`config.mk`:
```
export PLATFORM = sky130hd
export DESIGN_NAME = aft_sub
export DESIGN_NICKNAME = d
export VERILOG_FILES = /design/src/rtl/core/aft_pkg.sv /design/src/rtl/core/aft_sub.sv
export SDC_FILE = /design/constraint.sdc
export NUM_CORES = 1
export LEC_CHECK = 0
export BUFFER_PORTS_ARGS = -buffer_cell sky130_fd_sc_hd__buf_2
export CAP_MARGIN = 20
export CORE_AREA = 5 5 223 225
export DETAILED_ROUTE_END_ITERATION = 16
export DIE_AREA = 0 0 228 230
export PLACE_DENSITY = 0.56
export SLEW_MARGIN = 20
export SYNTH_ARGS = -nofsm -noshare
export SYNTH_HDL_FRONTEND = slang
export SYNTH_SLANG_ARGS = --single-unit
```
`constraint.sdc`:
```
create_clock -name aclk -period 4.7 [get_ports aclk]
set_input_delay 0 -clock aclk [delete_from_list [all_inputs] [get_ports aclk]]
set_output_delay 0 -clock aclk [all_outputs]
set_load 0.02 [all_outputs]
```
`src/rtl/core/aft_pkg.sv`:
```
// ----------------------------------------------------------------------------
// aft_pkg: shared types and constants for the affine point transform
// Q16.16 word type, command codes, register indexes, reset values and the
// structs that carry items from one pipeline stage to the next.
// ----------------------------------------------------------------------------
package aft_pkg;

    // Q16.16 two's complement word, sign handled explicitly at each use
    typedef logic [31:0] q_t;

    // Command codes
    localparam logic [1:0] CMD_POINT     = 2'd0;
    localparam logic [1:0] CMD_VECTOR    = 2'd1;
    localparam logic [1:0] CMD_INV_POINT = 2'd2;
    localparam logic [1:0] CMD_INV_VEC   = 2'd3;

    // Configuration register indexes
    localparam int           NUM_REGS    = 6;
    localparam int           IDX_W       = 3;
    localparam logic [IDX_W-1:0] REG_ROW1_C12 = 3'd0;
    localparam logic [IDX_W-1:0] REG_ROW1_C3T = 3'd1;
    localparam logic [IDX_W-1:0] REG_ROW2_C12 = 3'd2;
    localparam logic [IDX_W-1:0] REG_ROW2_C3T = 3'd3;
    localparam logic [IDX_W-1:0] REG_ROW3_C12 = 3'd4;
    localparam logic [IDX_W-1:0] REG_ROW3_C3T = 3'd5;

    // Reset values: identity matrix, zero translation
    localparam logic [63:0] RST_ROW1_C12 = 64'h0000_0000_0001_0000;
    localparam logic [63:0] RST_ROW1_C3T = 64'h0000_0000_0000_0000;
    localparam logic [63:0] RST_ROW2_C12 = 64'h0001_0000_0000_0000;
    localparam logic [63:0] RST_ROW2_C3T = 64'h0000_0000_0000_0000;
    localparam logic [63:0] RST_ROW3_C12 = 64'h0000_0000_0000_0000;
    localparam logic [63:0] RST_ROW3_C3T = 64'h0000_0000_0001_0000;

    // Saturation limits
    localparam q_t Q_MAX = 32'h7FFF_FFFF;
    localparam q_t Q_MIN = 32'h8000_0000;

    // Width of a product after the floor shift by 16
    localparam int PSH_W = 48;
    // Width of a pair sum
    localparam int PAIR_W = PSH_W + 1;
    // Width of the full component sum
    localparam int SUM_W = PAIR_W + 1;

    // Matrix (row, column) and translation
    typedef struct packed {
        q_t [2:0][2:0] m;
        q_t [2:0]      t;
    } aft_coef_t;

    // After the input stage
    typedef struct packed {
        logic [1:0] cmd;
        q_t [2:0]   v;
        logic       ovf;
    } aft_vec_t;

    // After the multiplier stage
    typedef struct packed {
        logic                 add_t;
        logic [2:0][2:0][63:0] p;
        logic                 ovf;
    } aft_prod_t;

    // After the pair-add stage
    typedef struct packed {
        logic [2:0][PAIR_W-1:0] a;
        logic [2:0][PAIR_W-1:0] b;
        logic                   ovf;
    } aft_pair_t;

    // Result item
    typedef struct packed {
        q_t [2:0] r;
        logic     ovf;
    } aft_res_t;

endpackage

```
`src/rtl/core/aft_sub.sv`:
```
// ----------------------------------------------------------------------------
// aft_sub: input stage
// Registers the incoming transaction; in inverse point mode it subtracts the
// translation first and saturates each difference to 32 bits.
// ----------------------------------------------------------------------------
module aft_sub (
    input  logic               aclk,
    input  logic               aresetn,
    input  aft_pkg::aft_coef_t coef,
    input  logic               in_valid,
    output logic               in_ready,
    input  logic [1:0]         in_cmd,
    input  aft_pkg::q_t [2:0]  in_v,
    output logic               out_valid,
    input  logic               out_ready,
    output aft_pkg::aft_vec_t  out_data
);

    logic              valid_reg;
    aft_pkg::aft_vec_t data_reg;
    aft_pkg::aft_vec_t data_next;

    // Optional v - t with saturation
    always_comb begin
        logic [32:0] diff;
        data_next.cmd = in_cmd;
        data_next.ovf = 1'b0;
        for (int i = 0; i < 3; i++) begin
            diff = {in_v[i][31], in_v[i]} - {coef.t[i][31], coef.t[i]};
            if (in_cmd == aft_pkg::CMD_INV_POINT) begin
                if (diff[32] != diff[31]) begin
                    data_next.v[i] = diff[32] ? aft_pkg::Q_MIN : aft_pkg::Q_MAX;
                    data_next.ovf  = 1'b1;
                end else begin
                    data_next.v[i] = diff[31:0];
                end
            end else begin
                data_next.v[i] = in_v[i];
            end
        end
    end

    assign in_ready = !valid_reg || out_ready;

    always_ff @(posedge aclk) begin
        if (!aresetn) begin
            valid_reg <= 1'b0;
        end else if (in_ready) begin
            valid_reg <= in_valid;
        end
    end

    always_ff @(posedge aclk) begin
        if (in_valid && in_ready) begin
            data_reg <= data_next;
        end
    end

    assign out_valid = valid_reg;
    assign out_data  = data_reg;

endmodule

```
==> impl_metrics.json <==
{
  "worstPathArrival_ns": 4.35,
  "ys_seq_area_share_pct": 29.8,
  "tightest_slew_ns": 0.857,
  "grt_pass1_wl_um": 60000,
  "via_per_inst": 4.66,
  "finalCriticalPeriod_ns": 4.21,
  "start_kind": "primary input",
  "p_leak_nw": 6.26,
  "crit_buf_inv": 4,
  "num_rows": 80,
  "drive_gt1_share_pct": 22.3,
  "synth-edff-count": 99,
  "area_growth_pct": 34.8,
  "grt.overflow.total": 0,
  "worstHoldStart": "in_v[27]",
  "first_iter_violations": 634,
  "synth_area_um2": 10000,
  "htree_levels": 3,
  "grt_usage_pct": 14.4,
  "core_um2": 47300,
  "cp_max_fo": 14,
  "synth_fp_nets": 1801,
  "die_y_um": 230,
  "final_cell_mix": "buf_2, nand2_1, inv_1",
  "start_util_pct": 21.2,
  "mostFrequentLayoutCell": "buf_2",
  "power_density_nw_per_um2": 258,
  "setup_violations": 0,
  "ys_types": 74,
  "max_slew_margin_pct": 42.8,
  "cts_resized": 0,
  "cts_buffer_depth": 2,
  "drv_slew": 0,
  "grt_max_degree": 61,
  "skew_ns": 0.00701,
  "drv_cap": 0,
  "syn_inst": 1216,
  "finalHoldViolCount": 0,
  "crit_type": "primary input to register",
  "rsz0062_at_grt": "no",
  "status": "complete, no violations",
  "crit_family": "compound AO/OA/AOI/OAI gates",
  "ys_warn_count": 0,
  "nNetsFinal": 2180,
  "ys_ff_latch": 100,
  "peakVddDrop_uv": 160,
  "clock-sinks": 100,
  "cpMaxStageDelayCell": "dlygate4sd3_1",
  "synth_largest_area_cell": "edfxtp_1",
  "slowest_delay_ns": 0.53,
  "final.fill_count": 5079,
  "detail_route.wl_per_cell_um": 17.4,
  "reg2reg_from": "out_valid",
  "hold_ws_ns": 0.0874,
  "first_pass_iters": 5,
  "cts-root-buf": "clkbuf_16",
  "timing.fmax_mhz": 237,
  "io_buffers": 298,
  "grt_pass1_vias": 10500,
  "antenna_found_initial": 4,
  "drt-total-wl_um": 38500,
  "synth_top_area_share_pct": 29.6,
  "synth_flop_cell": "edfxtp_1",
  "async_flop_share_pct": 0,
  "route.detailed.drc": 0,
  "numCtsBuffers": 9,
  "die_width_um": 228,
  "gp_congestion": 0.884,
  "post_cts_buffers": 0,
  "required_ns": 4.83,
  "num_vias": 10300,
  "tritoncts": "done",
  "avgSynthCellArea_um2": 8.26,
  "die-area_um2": 52400,
  "worstPathCellList": "dlygate4sd3_1 -> buf_2 -> inv_1 -> ha_1 -> fa_1 -> nand2b_1 -> a211oi_1 -> o21bai_1 -> a211oi_2 -> a31oi_1 -> o311ai_4 -> a22oi_4 -> inv_2 -> nor2_2 -> o41a_1",
  "drtAntennaViolNets": 0,
  "period_share_pct": 89.6,
  "io_pins": 587,
  "critical_path.startpoint": "in_v[64]",
  "clk_latency_ns": 0.39,
  "final.setup.tns_ns": 0,
  "critPathCaptureType": "register",
  "hp-class": "primary input to register",
  "hpwlAfterDp_um": 30600,
  "yosys-top-cells-area": "edfxtp_1, ha_1, nand2_1",
  "path_clk_slew_ns": 0.07
}
## cell usage after synthesis, drive strengths merged, types with 11 or more instances
| cell | instances |
|---|---|
| nor2 | 85 |
| inv | 124 |
| and3 | 13 |
| nor3 | 16 |
| nand2b | 19 |
| a21oi | 100 |
| o211ai | 20 |
| maj3 | 25 |
| a21o | 36 |
| o21a | 12 |
| o21bai | 13 |
| nor2b | 11 |
| nand3 | 20 |
| a211oi | 15 |
| ha | 96 |
| xnor2 | 47 |
| nand2 | 149 |
| buf | 11 |
| xor2 | 30 |
| edfxtp | 99 |
| clkbuf | 31 |
| o21ai | 120 |
| o31ai | 20 |
| a31oi | 12 |
## registers in the layout (all words and copies together), names as in the netlist
| signal | flops |
|---|---|
| out_data | 99 |
| out_valid | 1 |
## cell type report
cell class / count / area, um^2 / area share, %
clock inverter: 7 / 66.3 / 0.490
multi-input combinational: 950 / 6430 / 47.5
antenna: 2 / 5.00 / 0.0370
sequential: 100 / 2990 / 22.1
timing repair buffer: 410 / 2570 / 19.0
clock buffer: 9 / 225 / 1.66
inverter: 124 / 465 / 3.44
tap: 615 / 769 / 5.69
## timing repair
item | in CTS | in global routing
hold buffers | 97 | 0
hold endpoints to repair | 96 | 0
setup endpoints to repair | 0 | 0
## routing by layer
layer | global-route usage [%] | wire length [um] | up-vias
met4 | 3.74 | 609 | 2
met1 | 19.9 | 18800 | 4752
met3 | 4.61 | 3130 | 39
met2 | 21.8 | 15900 | 392
met5 | 0 | 7 | -
li1 | - | - | 5141
## worst paths after layout
check                               endpoint  depth (start not counted)  slack (ns)
worst max-delay path             out_data[0]                         15        0.49
worst min-delay path            out_data[28]                          3        0.09
worst max register to register   out_data[0]                          3        2.87
worst min register to register  out_data[90]                          2        0.95
## power breakdown
part | internal [mW] | leakage, nW | switching (mW)
sequential | 1.09 | 0.973 | 0.0232
combinational | 0.623 | 5.15 | 0.950
clock | 0.411 | 0.139 | 0.393
## stage by stage
stage / power [mW] / area [um^2] / instances / worst slack, ns / util, %
4_1_cts: 3.53 / 13500 / 2215 / 0.512 / 28.6
6_report: 3.49 / 13500 / 2217 / 0.488 / 28.6
2_1_floorplan: 2.14 / 10000 / 1216 / 1.29 / -
3_5_place_dp: 2.63 / 12300 / 2102 / 0.636 / 25.9
3_3_place_gp: 2.62 / 12300 / 2102 / 0.679 / 25.9
5_1_grt: 3.72 / 13500 / 2216 / 0.293 / 28.6
## logic make-up (layout without fill, tap and decap cells)
kind of cell / Yosys count / after routing / share of synthesized area (%)
AOI/OAI and AO/OA: 400 / 400 / 26.1
and+or+nand+nor: 349 / 349 / 15.9
buffers and inverters: 166 / 550 / 6.42
adders and majority gates: 124 / 124 / 15.1
DFF: 100 / 100 / 29.8
xor gates and xnor gates: 77 / 77 / 6.72
other: 0 / 2 / 0
## worst min-delay path: stages
cell and delay [ns]:
buf_2 0.13, nand2_1 0.05, o21ai_0 0.14
(Power assumes the default switching activity.)
