===== config.mk =====
export PLATFORM = sky130hd
export DESIGN_NAME = aft_sum
export DESIGN_NICKNAME = d
export VERILOG_FILES = /design/src/rtl/core/aft_pkg.sv /design/src/rtl/core/aft_sum.sv
export SDC_FILE = /design/constraint.sdc
export NUM_CORES = 1
export LEC_CHECK = 0
export ABC_AREA = 1
export CAP_MARGIN = 20
export CORE_AREA = 2 2 418 420
export DETAILED_ROUTE_END_ITERATION = 8
export DIE_AREA = 0 0 420 422
export DONT_BUFFER_PORTS = 1
export MAX_ROUTING_LAYER = met4
export PLACE_DENSITY_LB_ADDON = 0.08
export SKIP_CTS_REPAIR_TIMING = 1
export SYNTH_ARGS = -nofsm -noshare
export SYNTH_HDL_FRONTEND = slang
export SYNTH_SLANG_ARGS = --single-unit

===== constraint.sdc =====
create_clock -name aclk -period 15.2 [get_ports aclk]
set_input_delay 2.28 -clock aclk [delete_from_list [all_inputs] [get_ports aclk]]
set_output_delay 2.28 -clock aclk [all_outputs]
set_load 0.02 [all_outputs]

===== src/rtl/core/aft_pkg.sv =====
// ----------------------------------------------------------------------------
// aft_pkg: shared types and constants for the affine point transform
// Q16.16 word type, command codes, register indexes, reset values and the
// structs that carry items from one pipeline stage to the next.
// ----------------------------------------------------------------------------
package aft_pkg;

    // Q16.16 two's complement word, sign handled explicitly at each use
    typedef logic [31:0] q_t;

    // Command codes
    localparam logic [1:0] CMD_POINT     = 2'd0;
    localparam logic [1:0] CMD_VECTOR    = 2'd1;
    localparam logic [1:0] CMD_INV_POINT = 2'd2;
    localparam logic [1:0] CMD_INV_VEC   = 2'd3;

    // Configuration register indexes
    localparam int           NUM_REGS    = 6;
    localparam int           IDX_W       = 3;
    localparam logic [IDX_W-1:0] REG_ROW1_C12 = 3'd0;
    localparam logic [IDX_W-1:0] REG_ROW1_C3T = 3'd1;
    localparam logic [IDX_W-1:0] REG_ROW2_C12 = 3'd2;
    localparam logic [IDX_W-1:0] REG_ROW2_C3T = 3'd3;
    localparam logic [IDX_W-1:0] REG_ROW3_C12 = 3'd4;
    localparam logic [IDX_W-1:0] REG_ROW3_C3T = 3'd5;

    // Reset values: identity matrix, zero translation
    localparam logic [63:0] RST_ROW1_C12 = 64'h0000_0000_0001_0000;
    localparam logic [63:0] RST_ROW1_C3T = 64'h0000_0000_0000_0000;
    localparam logic [63:0] RST_ROW2_C12 = 64'h0001_0000_0000_0000;
    localparam logic [63:0] RST_ROW2_C3T = 64'h0000_0000_0000_0000;
    localparam logic [63:0] RST_ROW3_C12 = 64'h0000_0000_0000_0000;
    localparam logic [63:0] RST_ROW3_C3T = 64'h0000_0000_0001_0000;

    // Saturation limits
    localparam q_t Q_MAX = 32'h7FFF_FFFF;
    localparam q_t Q_MIN = 32'h8000_0000;

    // Width of a product after the floor shift by 16
    localparam int PSH_W = 48;
    // Width of a pair sum
    localparam int PAIR_W = PSH_W + 1;
    // Width of the full component sum
    localparam int SUM_W = PAIR_W + 1;

    // Matrix (row, column) and translation
    typedef struct packed {
        q_t [2:0][2:0] m;
        q_t [2:0]      t;
    } aft_coef_t;

    // After the input stage
    typedef struct packed {
        logic [1:0] cmd;
        q_t [2:0]   v;
        logic       ovf;
    } aft_vec_t;

    // After the multiplier stage
    typedef struct packed {
        logic                 add_t;
        logic [2:0][2:0][63:0] p;
        logic                 ovf;
    } aft_prod_t;

    // After the pair-add stage
    typedef struct packed {
        logic [2:0][PAIR_W-1:0] a;
        logic [2:0][PAIR_W-1:0] b;
        logic                   ovf;
    } aft_pair_t;

    // Result item
    typedef struct packed {
        q_t [2:0] r;
        logic     ovf;
    } aft_res_t;

endpackage


===== src/rtl/core/aft_sum.sv =====
// ----------------------------------------------------------------------------
// aft_sum: accumulate and saturate
// Two stages: floor-shifted products are added in pairs (translation joins
// the third product in point mode), then the pairs are summed and clamped
// to signed 32 bits into the output register.
// ----------------------------------------------------------------------------
module aft_sum (
    input  logic               aclk,
    input  logic               aresetn,
    input  aft_pkg::aft_coef_t coef,
    input  logic               in_valid,
    output logic               in_ready,
    input  aft_pkg::aft_prod_t in_data,
    output logic               out_valid,
    input  logic               out_ready,
    output aft_pkg::aft_res_t  out_data
);

    localparam int PSH_W  = aft_pkg::PSH_W;
    localparam int PAIR_W = aft_pkg::PAIR_W;
    localparam int SUM_W  = aft_pkg::SUM_W;

    logic               pair_valid_reg;
    logic               pair_ready;
    aft_pkg::aft_pair_t pair_reg;
    aft_pkg::aft_pair_t pair_next;
    logic               res_valid_reg;
    aft_pkg::aft_res_t  res_reg;
    aft_pkg::aft_res_t  res_next;

    // Pair adds; bits 63:16 of a product are its floor shift by 16
    always_comb begin
        logic [PSH_W-1:0] s0, s1, s2;
        logic [PAIR_W-1:0] tx;
        pair_next.ovf = in_data.ovf;
        for (int i = 0; i < 3; i++) begin
            s0 = in_data.p[i][0][63:16];
            s1 = in_data.p[i][1][63:16];
            s2 = in_data.p[i][2][63:16];
            tx = in_data.add_t ? {{(PAIR_W-32){coef.t[i][31]}}, coef.t[i]} : '0;
            pair_next.a[i] = {s0[PSH_W-1], s0} + {s1[PSH_W-1], s1};
            pair_next.b[i] = {s2[PSH_W-1], s2} + tx;
        end
    end

    // Final add and clamp
    always_comb begin
        logic [SUM_W-1:0] s;
        res_next.ovf = pair_reg.ovf;
        for (int i = 0; i < 3; i++) begin
            s = {pair_reg.a[i][PAIR_W-1], pair_reg.a[i]} +
                {pair_reg.b[i][PAIR_W-1], pair_reg.b[i]};
            if (s[SUM_W-1:31] == '0 || s[SUM_W-1:31] == '1) begin
                res_next.r[i] = s[31:0];
            end else begin
                res_next.r[i] = s[SUM_W-1] ? aft_pkg::Q_MIN : aft_pkg::Q_MAX;
                res_next.ovf  = 1'b1;
            end
        end
    end

    // Handshake chain
    assign pair_ready = !res_valid_reg || out_ready;
    assign in_ready   = !pair_valid_reg || pair_ready;

    always_ff @(posedge aclk) begin
        if (!aresetn) begin
            pair_valid_reg <= 1'b0;
            res_valid_reg  <= 1'b0;
        end else begin
            if (in_ready) begin
                pair_valid_reg <= in_valid;
            end
            if (pair_ready) begin
                res_valid_reg <= pair_valid_reg;
            end
        end
    end

    always_ff @(posedge aclk) begin
        if (in_valid && in_ready) begin
            pair_reg <= pair_next;
        end
        if (pair_valid_reg && pair_ready) begin
            res_reg <= res_next;
        end
    end

    assign out_valid = res_valid_reg;
    assign out_data  = res_reg;

endmodule


==> results.cfg <==
[pwr]
cellLeakagePower_nw = 23.9
report.power.total_mw = 5.47
peakVddDrop_mv = 0.0845
power_density_nw_per_um2 = 111

[clock_network]
cts_root_buf = clkbuf_16
clk_pin_slew_ns = 0.06
htree_levels = 2
cts_buffers = 50
cts_tree = built
clkSinkCount = 394
clk-insertion-delay-late_ns = 0.67
cts_max_path_buffers = 3

[route]
dr.pass1.iters = 6
first_iter_violations = 2704
wl_per_cell_um = 23.4
vias = 44000
ant_nets = 0
drc_errors = 0
viasPerCell = 4.76
drt-total-wl_mm = 216

[final_layout]
area_growth_pct = 10.1
layout_commonest_cell = nand2_1
final_core_util = 0.286
fin_nets = 8251
largest_reg_flops = 295
drive_above_1_share = 0.0208
final_cell_mix = nand2_1 (1,974), inv_1 (1,240), nor2_1 (691)

[critical_path]
crit_path_frequent_cell = nand2_1
cp-start-kind = input port
critical_path.cell_chain = nand2_1 -> inv_1 -> ha_1 -> nand2_1 -> nor2_1 -> inv_1 -> nor4_1 -> nand2_1 -> o211ai_1 -> a31oi_1 -> xnor2_1
crit_family = simple AND/OR/NAND/NOR gates
cp_num_buf_inv = 2
required_ns = 15.58
cp_slowest_stage_delay_ns = 0.56
crit_slowest_cell = xnor2_1
worstPathArrival_ns = 5.46
cp_max_fo = 96
crit_type = in -> reg
end_kind = flop

[sta]
relSlewSlack = 0.314
final_hold_viol_count = 0
finalSetupTns_ns = 0
fin_skew_ns = 0.0312
holdWs_ns = 0.537
fin_crit_ns = 5.08
timing.fmax_ghz = 0.197
setup_viol = 0
slew_violations = 0
rsz0062_at_grt = no
fin_crit_sh = 0.334
tightest_slew_ns = 1.03

[place]
gp_congestion = 1.02
numPortBuffers = 0
hpwl_mm = 194

[synthesis]
syn_area_um2 = 44900
synth_area_leaders = edfxtp_1 (26%), nand2_1 (17%), ha_1 (12%), inv_1 (10%), nor2_1 (5.8%)
syn_avg_cell_area_um2 = 6.58
syn_nets = 8229
ys_ff_latch = 394
synth_edf_count = 392
synth_ff_type = edfxtp_1
synth_cell_type_count = 47
yosysWarningCount = 0
syn_inst = 6819
ys_seq_area_frac = 0.263
yosysTopAreaCellShare = 0.262
synth_top_cell_by_area = edfxtp_1
ys_async_sr_fraction = 0

[job]
maxCapViolCount = 0

[grt]
antenna_found_initial = 75
track_usage = 0.244
grt_pass1_vias = 44200
overflow = 0
grt_max_degree = 144
grt_pass1_wl_mm = 306

[die]
dieArea_um2 = 177000
core_area_um2 = 173000
ios = 1065
initial_core_util = 0.260
rows = 153
fp.dieW_um = 420
die_h_um = 422

[outcome]
status = completed

[worst_hold_path]
hp-class = reg -> reg
-- layer usage --
metal  vias to the layer above  part of all wire  global-route usage
met4                         0             0.043              0.0914
met2                      1132              0.46               0.399
met5                         -                 0                   -
li1                      22300                 -                   -
met3                       265             0.046              0.0292
met1                     20300              0.45               0.308
-- final timing paths --
kind / start / endpoint / depth (start not counted) / slack [ns]
setup / recovery: in_data[577] / pair_reg[93] / 11 / 10.12
hold / removal: pair_valid_reg / out_valid / 2 / 0.54
setup reg to reg: pair_reg[50] / out_data[35] / 18 / 11.21
hold reg to reg: pair_valid_reg / out_valid / 2 / 0.54
-- worst register-to-register path: stages (launching register included) --
cell,delay (ns)
edfxtp_1,0.34
ha_1,0.38
inv_1,0.11
fa_1,0.40
inv_1,0.13
nand3_1,0.10
nand3_1,0.28
nand2_1,0.09
nand2_1,0.13
nand2_1,0.06
nand2_1,0.13
nand2_1,0.07
nand2_1,0.08
nand3_1,0.10
nor2_1,0.33
nand3_2,0.18
nand2_4,0.39
nand3_1,0.40
nand2_1,0.15
-- stage by stage --
step / std cells / worst slack, ns / instance area, µm²
after global routing: 9236 / 9.91 / 49400
final: 9248 / 10.12 / 49400
after CTS: 9206 / 10.09 / 49300
after floorplan: 6819 / 6.22 / 44900
after detailed placement: 9114 / 9.39 / 47600
after global placement: 9114 / 9.38 / 47600
-- area by class of cell --
cell class,count,area (µm²)
multi-input cells,5147,28200
repair buffers,4,42.5
flip-flops and latches,394,11800
clock buffers,54,1270
diodes,42,105
fillers,19700,123000
well taps,2325,2910
inverters,1244,4680
clock inverters,38,414
-- logic make-up after synthesis --
group | after synthesis | share of synthesized area
xor gates and xnor gates | 366 | 0.0714
AOI/OAI and AO/OA | 1138 | 0.141
and+or+nand+nor | 3199 | 0.290
buffers and inverters | 1278 | 0.109
adders and majority gates | 444 | 0.125
DFF | 394 | 0.263
-- where the power goes --
part | internal [mW] | leakage (nW) | switching, mW
logic | 0.785 | 19.3 | 1.86
clock network | 0.713 | 0.812 | 0.527
registers | 1.44 | 3.81 | 0.146
total | 2.94 | 23.9 | 2.54
-- synthesized netlist by cell type, types with 4 or more instances --
cell	n
nand2_1	1974
nor3_1	42
nand4_1	47
o221ai_1	6
ha_1	435
xor2_1	227
fa_1	9
and2_1	16
a21oi_1	510
xnor2_1	139
clkbuf_1	10
a211oi_1	11
a31oi_1	196
nand3_1	288
edfxtp_1	392
nor2_1	691
buf_1	4
nand3_2	9
buf_4	6
inv_1	1241
o211ai_1	17
a221oi_1	4
and3_1	25
a21boi_0	4
nand2_2	24
buf_6	12
o21bai_1	43
nor4_1	41
o31ai_1	9
a21o_1	15
o21ai_0	288
o21a_1	22
nor2_2	18
nand3b_1	16
Power figures use the tool's default switching activity.
